$ cat src/hdl/poly1305_mac_accumulator_unit_macros.svh
// assertion helpers for the poly1305 accumulator
`ifndef POLY1305_MAC_ACCUMULATOR_UNIT_MACROS_SVH
`define POLY1305_MAC_ACCUMULATOR_UNIT_MACROS_SVH

// property holds on every clock edge outside reset
`define P1305_ASSERT(label, prop, msg) \
   label: assert property (@(posedge clock) disable iff (reset) prop) else $error(msg);

// property checked from reset on
`define P1305_ASSERT_RST(label, prop, msg) \
   label: assert property (@(posedge clock) prop) else $error(msg);

`endif

$ cat src/hdl/p1305_pkg.sv
`timescale 1ns / 1ps
`default_nettype none
package p1305_pkg;

   localparam int unsigned AccWidth  = 130;
   localparam int unsigned KeyWidth  = 128;
   localparam int unsigned LimbWidth = 26;
   localparam int unsigned NumLimbs  = 5;
   localparam int unsigned CsrIdxWidth = 2;

   localparam logic [CsrIdxWidth-1:0] CSR_R_LOW  = 2'd0;
   localparam logic [CsrIdxWidth-1:0] CSR_R_HIGH = 2'd1;
   localparam logic [CsrIdxWidth-1:0] CSR_S_LOW  = 2'd2;
   localparam logic [CsrIdxWidth-1:0] CSR_S_HIGH = 2'd3;

   localparam logic [127:0] R_CLAMP_MASK = 128'h0FFFFFFC_0FFFFFFC_0FFFFFFC_0FFFFFFF;

   typedef struct packed {
      logic        last_block;
      logic [4:0]  block_bytes;
      logic [63:0] block_high;
      logic [63:0] block_low;
   } req_payload_type;

   typedef struct packed {
      logic [63:0] tag_high;
      logic [63:0] tag_low;
   } rsp_payload_type;

   // controller to datapath
   typedef struct packed {
      logic       load;       // capture block and add it into the accumulator
      logic       clear_prod; // start a new product
      logic       mac;        // one partial product step
      logic [2:0] limb;       // 32-bit word of h used in this step
      logic [1:0] rword;      // 32-bit word of r used in this step
      logic       reduce;     // fold the product modulo 2^130-5
      logic       finish;     // final subtraction and write back
      logic       tag;        // form tag and clear accumulator
   } dp_cmd_type;

endpackage
`default_nettype wire

$ cat src/hdl/p1305_control.sv
`timescale 1ns / 1ps
`default_nettype none
module p1305_control
   import p1305_pkg::*;
(
   input  wire logic       clock,
   input  wire logic       reset,
   input  wire logic       req_valid,
   output logic            req_ready,
   input  wire logic [4:0] req_bytes,
   input  wire logic       req_last,
   output logic            rsp_valid,
   input  wire logic       rsp_ready,
   output dp_cmd_type      cmd
);

   typedef enum logic [2:0] {
      S_IDLE, S_MAC, S_REDUCE, S_FINISH, S_TAG, S_OUT
   } state_type;

   state_type  state_ff;
   logic [2:0] limb_ff;
   logic [1:0] rword_ff;
   logic       last_ff;
   logic       rsp_valid_ff;

   assign req_ready = (state_ff == S_IDLE) && !rsp_valid_ff;
   assign rsp_valid = rsp_valid_ff;

   always_comb begin
      cmd = '0;
      cmd.limb = limb_ff;
      cmd.rword = rword_ff;
      case (state_ff)
         S_IDLE:   begin
            cmd.load = req_valid && req_ready;
            cmd.clear_prod = 1'b1;
         end
         S_MAC:    cmd.mac = 1'b1;
         S_REDUCE: cmd.reduce = 1'b1;
         S_FINISH: cmd.finish = 1'b1;
         S_TAG:    cmd.tag = 1'b1;
         default:  cmd = '0;
      endcase
   end

   always_ff @(posedge clock) begin
      if (reset) begin
         state_ff <= S_IDLE;
         limb_ff <= '0;
         rword_ff <= '0;
         last_ff <= 1'b0;
         rsp_valid_ff <= 1'b0;
      end else begin
         if (rsp_valid_ff && rsp_ready) rsp_valid_ff <= 1'b0;
         case (state_ff)
            S_IDLE: begin
               limb_ff <= '0;
               rword_ff <= '0;
               if (req_valid && req_ready) begin
                  last_ff <= req_last;
                  if (req_bytes != 5'd0) state_ff <= S_MAC;
                  else if (req_last) state_ff <= S_TAG;
               end
            end
            S_MAC: begin
               rword_ff <= rword_ff + 2'd1;
               if (rword_ff == 2'd3) begin
                  limb_ff <= limb_ff + 3'd1;
                  if (limb_ff == 3'd4) state_ff <= S_REDUCE;
               end
            end
            S_REDUCE: state_ff <= S_FINISH;
            S_FINISH: state_ff <= last_ff ? S_TAG : S_IDLE;
            S_TAG: state_ff <= S_OUT;
            S_OUT: begin
               rsp_valid_ff <= 1'b1;
               state_ff <= S_IDLE;
            end
            default: state_ff <= S_IDLE;
         endcase
      end
   end

endmodule
`default_nettype wire

$ cat config.mk
export PLATFORM = sky130hd
export DESIGN_NAME = p1305_control
export DESIGN_NICKNAME = d
export VERILOG_FILES = /design/src/hdl/poly1305_mac_accumulator_unit_macros.svh /design/src/hdl/p1305_pkg.sv /design/src/hdl/p1305_control.sv
export SDC_FILE = /design/constraint.sdc
export NUM_CORES = 1
export LEC_CHECK = 0
export BUFFER_PORTS_ARGS = -buffer_cell sky130_fd_sc_hd__buf_4
export CORE_AREA = 2 2 39 41
export CTS_CLUSTER_DIAMETER = 120
export DETAILED_ROUTE_END_ITERATION = 7
export DIE_AREA = 0 0 41 43
export GPL_TIMING_DRIVEN = 0
export PLACE_DENSITY = 0.74
export RECOVER_POWER = 100
export SLEW_MARGIN = 40
export SYNTH_ARGS = -nofsm -noshare
export SYNTH_HDL_FRONTEND = slang
export SYNTH_SLANG_ARGS = --single-unit
$ cat constraint.sdc
create_clock -name clock -period 1.9 [get_ports clock]
set_clock_uncertainty 0.05 [all_clocks]
set_input_delay 0.19 -clock clock [delete_from_list [all_inputs] [get_ports clock]]
set_output_delay 0.19 -clock clock [all_outputs]
set_load 0.02 [all_outputs]
**Yosys cells after proc, flatten, opt, wreduce, memory -nomap -nowiden**

Cells that the tools add are included.
Widths: inputs -> output; s select.

- Flip-flop bits (word level): 10
- Output and inout bits: 13
- Word-level logic and storage cells: 48

- Mux-type cells: 18
- Add/subtract/negate cells: 2
- Equality and inequality tests: 11
- Reductions and logical operators: 12

Operators with widths:

| kind | count |
|---|---|
| $mux 3 | 7 |
| $pmux 3 s5 | 1 |
| $eq 3x3->1 const B | 3 |
| $eq 3x2->1 const B | 2 |
| $mux 1 | 6 |
| $pmux 3 s2 | 1 |
| $mux 5 | 1 |
| $reduce_bool 5->1 | 1 |
| $reduce_or 5->1 | 1 |
| $ne 2x2->1 const B | 2 |
| $pmux 2 s2 | 1 |
| $reduce_and 2->1 | 2 |
| $reduce_and 4->1 | 1 |
| $reduce_bool 2->1 | 2 |
| $add 3x1->3 const B | 1 |
| $eq 3x1->1 const B | 1 |
| $logic_and 1x1->1 | 3 |
| $logic_not 3->1 | 1 |
| $ne 3x2->1 const B | 1 |
| $add 2x1->2 const B | 1 |
| $eq 2x2->1 const B | 1 |
| $mux 2 | 1 |
| $ne 2x1->1 const B | 1 |
| $logic_not 1->1 | 1 |

**Logic depth before layout (Yosys ltp)**

Gate-level depths: netlist (run 1).

- Depth in word-level cells: 5
- Depth in mapped cells: 5

**Worst setup path after synthesis (run 1)**

No wires, ideal clock.

- Path type: reg2reg
- From: register state_ff[2]
- To: register state_ff[2]
- Data required time: 1779 ps
- Stages on the path, launching flop included: 5
- Arrival time: 1349 ps
- Slack: 430 ps
- Path through: dfxtp_1 > buf_4 > nor3b_1 > a211oi_1 > a21oi_1

- Word-level cells in the longest chain between the ends: 5
- Elaborated cells between the ends (all ways): 13
- Those cells by class: eq/ne: 8; mux: 1; reduce/logical: 4

Ends and longest elaborated chain:

| element | line | source |
|---|---|---|
| start: declaration | p1305_control.sv:21 | `state_type state_ff;` |
| start signal: assignment | p1305_control.sv:74 | `S_FINISH: state_ff <= last_ff ? S_TAG : S_IDLE;` |
| $logic_not 3->1 | p1305_control.sv:27, p1305_control.sv:56 |  |
| $logic_and 1x1->1 | p1305_control.sv:27 | `assign req_ready = (state_ff == S_IDLE) && !rsp_valid_ff;` |
| $logic_and 1x1->1 | p1305_control.sv:60 | `if (req_valid && req_ready) begin` |
| $ne 2x1->1 (no line) | - |  |
| $reduce_and 4->1 (no line) | - |  |

Several ways; a longest one is shown, not always the timed one.
A chain may end at the register's enable or synchronous reset.

==> flow_summary.yaml, run 1 <==
finish:
  layout_commonest_cell: "buf_4"
  ff_latch_area_sq_um: 200
  drive_gt1_share_pct: 26.3
  final_util_pct: 58.4
  diodes: 0
  fill_cells: 147
  multi_input_area_sq_um: 368
  final_net_count: 113
  layout_common_cells: "buf_4 (18), dfxtp_1 (10), a21oi_1 (7), nand3_1 (7)"
  synthToLayoutAreaGrowth_pct: 28.9
pwr:
  p_leak_nw: 0.348
  powerDensity_nw_per_um2: 916
  p_clk_share_pct: 25.8
  switching_share_pct: 36.8
  pwr-share-seq_pct: 33.5
  combinationalPowerShare_pct: 40.7
  switchingPower_w: 0.000272
  power.internal_w: 0.000468
  ir_worst_vdd_uv: 569
hold_path:
  hold_class: "in -> reg"
  min_path_cells: 3
  min_from: "rsp_ready"
  worst_hold_path.endpoint: "rsp_valid"
critical_path:
  cp.arrival_ns: 1.46
  rrSetupSlack_ns: 0.38
  startpoint: "state_ff[1]"
  crit_chain: "or3_1 > clkbuf_1 > inv_1 > buf_4"
  cp_slowest_stage_delay_ns: 0.36
  cp_slowest_cell: "dfxtp_1"
  cp-start-kind: "register"
  required_ns: 1.66
  cp_max_fo: 8
  reg2reg_from: "state_ff[1]"
  rr_worst_depth: 5
  critPathBufInv: 3
  worstReg2RegEnd: "limb_ff[2]"
  cp-end-kind: "primary output"
  crit_family: "buffers and inverters"
  path_class: "reg -> out"
timing:
  finalCriticalPeriod_ns: 1.70
  tightest_slew_ns: 0.423
  finalCritPeriodShare_pct: 89.4
  rsz0062_at_grt: "false"
  tns_ns: 0
  final-max-slew-violation-count: 0
  setup_viol: 0
  whs_ns: 0.133
  finalHoldViolCount: 0
  max-slew-margin-rel_pct: 71.7
  max_freq_mhz: 589
flow_run:
  drv_cap: 0
die:
  fp.dieArea_sq_um: 1760
  pin_count: 23
  fp.dieW_um: 41
  start_util_pct: 45.3
  num_rows: 14
  fp.dieH_um: 43
  core_sq_um: 1380
synthesis:
  synth_nets: 87
  ys_ff_latch: 10
  yosysWarnings: 0
  syn_inst: 74
  yosysTopAreaCell: "dfxtp_1"
  synth.avg_cell_area_sq_um: 8.47
  netlist.area_leader.share_pct: 31.9
  syn_area_sq_um: 627
  ys_top_cells_by_area: "dfxtp_1 (32%), and2_1 (6.0%), ha_1 (6.0%), a21oi_1 (5.6%), nand3_1 (5.6%)"
  ys_types: 33
  synth-seq-area-share_pct: 31.9
route:
  drc: 0
  wl_per_cell_um: 12.2
  avgViaCountPerCell: 5.57
  first_iter_violations: 8
  drt_wl_total_mm: 1.40
  ant_nets: 0
  num_vias: 640
  dr.pass1.iters: 4
global_route:
  grt.busiest_layer: "met2"
  first_global_vias: 574
  grt_first_pass_wirelength_mm: 2.42
  grt.met2_usage_pct: 31.3
  antenna_found_initial: 0
  grt_overflow_total: 0
  track_usage_pct: 19.6
  grtUsageMet1_pct: 25.4
  met3_usage_pct: 5.24
  grt_max_degree: 11
clock_network:
  clk_pin_slew_ns: 0.07
  clockBufferDepth: 2
  cts_buffers: 3
  cts_max_level: 1
  cts_root_buf: "clkbuf_4"
  cts.sinks: 10
  worstSkewPairLatency_ns: 0.26
  cts_tree: "done"
  post_cts_buffers: 0
run_status:
  outcome: "completed"
place:
  place.gp.congestion: 0.743
  io_buffers: 21
  hpwl_mm: 1.08
## registers in the layout (all words and copies together), names as in the netlist
register / cells
limb_ff: 3
state_ff: 3
rsp_valid: 1
rword_ff: 2
last_ff: 1
## per-layer routing
layer,wire length [um],up-vias
met4,10,0
met5,0,-
met2,660,20
li1,-,321
met3,86,2
met1,644,297
## per-stage QoR
step / cells / setup slack [ns] / total power, W / area, sq um
after floorplan: 74 / 0.430 / 0.000473 / 627
after global placement: 111 / 0.441 / 0.000586 / 805
after detailed placement: 111 / 0.438 / 0.000590 / 805
after CTS: 115 / 0.157 / 0.000779 / 841
after global routing: 115 / 0.0973 / 0.000789 / 808
final: 115 / 0.202 / 0.000741 / 808
## layout make-up
cell class	instances	share of cell area, %
Timing Repair Buffer	21	18.1
Buffer	5	2.79
Tap cell	16	2.48
Multi-Input combinational cell	55	45.5
Sequential cell	10	24.8
Inverter	4	1.86
Clock buffer	4	4.49
## power by group through the flow
stage                     Combinational, W  Clock, W  Sequential, W
after floorplan                   0.000226         0       0.000247
after global placement            0.000333         0       0.000252
after detailed placement          0.000337         0       0.000253
after CTS                         0.000338  0.000193       0.000248
after global routing              0.000331  0.000205       0.000253
final                             0.000302  0.000191       0.000248
## synthesized netlist by cell type
cell type,number
clkbuf_2,1
and3b_1,1
nand4b_1,1
nand2b_1,2
buf_2,1
inv_2,1
nor3_1,2
inv_1,3
ha_1,3
and2_1,6
nand3b_1,1
nand3_1,7
dfxtp_1,10
nand2_1,2
mux2i_1,1
o21ai_0,4
o2bb2a_1,1
a21oi_1,7
nor3b_4,1
or4b_1,1
nor4_1,2
and4b_1,1
nor3b_2,1
a221oi_1,1
nor3b_1,1
nor2_1,3
nand4bb_1,1
buf_4,1
clkbuf_1,1
a211oi_1,2
buf_6,1
a211o_1,1
or3_1,2
## worst reg2reg max path, delay by kind of cell, from the launching register on
family                 cells  cell delay (ns)
flip-flops                 1             0.43
multiplexers               1             0.11
AND/OR/NAND/NOR            2             0.46
buffers and inverters      2             0.42
## worst max-delay path by stage
stage                   to  slack, ns  cells past startpoint
5_1_grt             cmd[2]        0.1                      3
4_1_cts             cmd[5]       0.16                      4
3_3_place_gp        cmd[7]       0.44                      4
2_1_floorplan  state_ff[2]       0.43                      4
3_5_place_dp        cmd[7]       0.44                      4
6_report            cmd[9]       0.20                      4
## cell families (layout without fill, tap and decap cells)
logic type / after synthesis / after routing / share of synthesized area (%)
AO/OA/AOI/OAI: 16 / 16 / 15.6
adder cells (fa/ha/maj): 3 / 3 / 5.99
buffers and inverters: 9 / 34 / 7.58
flip-flops: 10 / 10 / 31.9
multiplexers: 1 / 1 / 1.60
AND/OR/NAND/NOR: 35 / 35 / 37.3
## timing repair
item,CTS,global route
endpoints found under the setup margin,0,1
resized for setup,0,1
hold buffers,0,0
No activity file was read; power rests on OpenSTA's default activity.
==> run 2, diff against run 1 <==
MAX_ROUTING_LAYER = met4   (was default)
==> run 2 against run 1 <==
Against the previous run:
- combinational power is essentially flat
- register-to-register slack about the same
- core utilization is the same
- largest cell class unchanged
- fmax barely moved
==> flow_summary.yaml, run 2 (synthesis gave the netlist of run 1 again) <==
timing:
  final-max-slew-violation-count: 0
  tns_ns: 0
  finalHoldViolCount: 0
  finalCritPeriodShare_pct: 89.4
  setup_viol: 0
  max-slew-margin-rel_pct: 71.7
  rsz0062_at_grt: "false"
  finalCriticalPeriod_ns: 1.70
  max_freq_mhz: 589
  tightest_slew_ns: 0.423
  whs_ns: 0.133
route:
  wl_met1_um: 643
  dr_wl_met3_um: 82
  highest_layer: "met4"
  wl_per_cell_um: 12.2
  drc: 0
  drt_wl_total_mm: 1.40
  dr_wl_met2_um: 663
  avgViaCountPerCell: 5.56
  first_iter_violations: 8
  ant_nets: 0
  dr.pass1.iters: 4
  num_vias: 639
finish:
  synthToLayoutAreaGrowth_pct: 28.9
  ff_latch_area_sq_um: 200
  layout_common_cells: "buf_4 (18), dfxtp_1 (10), a21oi_1 (7), nand3_1 (7)"
  drive_gt1_share_pct: 26.3
  fill_cells: 147
  final_cells: 115
  design_area_sq_um: 808
  final_net_count: 113
  top_regs: "limb_ff (3), state_ff (3), rword_ff (2)"
  layout_commonest_cell: "buf_4"
  multi_input_area_sq_um: 368
  diodes: 0
pwr:
  powerDensity_nw_per_um2: 916
  ir_worst_vdd_uv: 570
  p_leak_nw: 0.348
clock_network:
  cts_root_buf: "clkbuf_4"
  clockBufferDepth: 2
  worstSkewPairLatency_ns: 0.26
  cts_max_level: 1
  clk_pin_slew_ns: 0.07
  cts.sinks: 10
  cts_buffers: 3
  cts_tree: "done"
  post_cts_buffers: 0
critical_path:
  path_class: "reg -> out"
  cp.arrival_ns: 1.46
  cp_max_fo: 8
  required_ns: 1.66
  cp-end-kind: "primary output"
  cp-start-kind: "register"
place:
  dp.cells: 111
  place.gp.congestion: 0.752
  io_buffers: 21
  hpwl_mm: 1.08
  dpl_cell_area_sq_um: 805
die:
  pin_count: 23
  start_util_pct: 45.3
  fp.dieW_um: 41
  fp.dieH_um: 43
  num_rows: 14
  fp.dieArea_sq_um: 1760
  core_sq_um: 1380
global_route:
  grt_first_pass_wirelength_mm: 2.42
  grt_overflow_total: 0
  track_usage_pct: 20.0
  first_global_vias: 574
  grt_max_degree: 11
  antenna_found_initial: 0
hold_path:
  hold_class: "in -> reg"
run_status:
  outcome: "completed"
flow_run:
  drv_cap: 0
[run 2: worst max-delay path, cell delays in order (launching register included)]
cell and delay, ns:
dfxtp_1 0.36, or3_1 0.35, clkbuf_1 0.20, inv_1 0.14
buf_4 0.15
[run 2: layout make-up]
cell class,count,area share (%)
Timing Repair Buffer,21,18.1
Clock buffer,4,4.49
Multi-Input combinational cell,55,45.5
Tap cell,16,2.48
Sequential cell,10,24.8
Inverter,4,1.86
Buffer,5,2.79
[run 2: timing repair]
action	4_1_cts	5_1_grt
hold buffers	0	0
setup endpoints to repair	0	1
gates resized for setup	0	1
[run 2: worst paths after layout]
check         startpoint          to  slack [ns]  cells past startpoint
max          state_ff[1]      cmd[9]        0.20                      4
min            rsp_ready   rsp_valid        0.13                      3
max reg2reg  state_ff[1]  limb_ff[2]        0.38                      5
min reg2reg      last_ff     last_ff        0.44                      2
[run 2: metal layers]
| layer | up-vias | track usage [%] |
|---|---|---|
| li1 | 321 | - |
| met1 | 296 | 25.7 |
| met2 | 20 | 31.3 |
| met4 | 0 | 4.00 |
| met5 | - | - |
| met3 | 2 | 4.71 |
[run 2: where the power goes]
part	switching (W)	internal [W]
Combinational	0.000180	0.000122
Sequential	0.0000180	0.000230
Clock	0.0000741	0.000116
[run 2: per-stage QoR]
stage / total power [W] / setup slack [ns] / utilization, %
6_report: 0.000740 / 0.201 / 58.4
5_1_grt: 0.000789 / 0.0973 / 58.4
4_1_cts: 0.000779 / 0.157 / 60.8
3_5_place_dp: 0.000590 / 0.438 / 58.1
3_3_place_gp: 0.000586 / 0.441 / 58.1
2_1_floorplan: 0.000473 / 0.430 / -
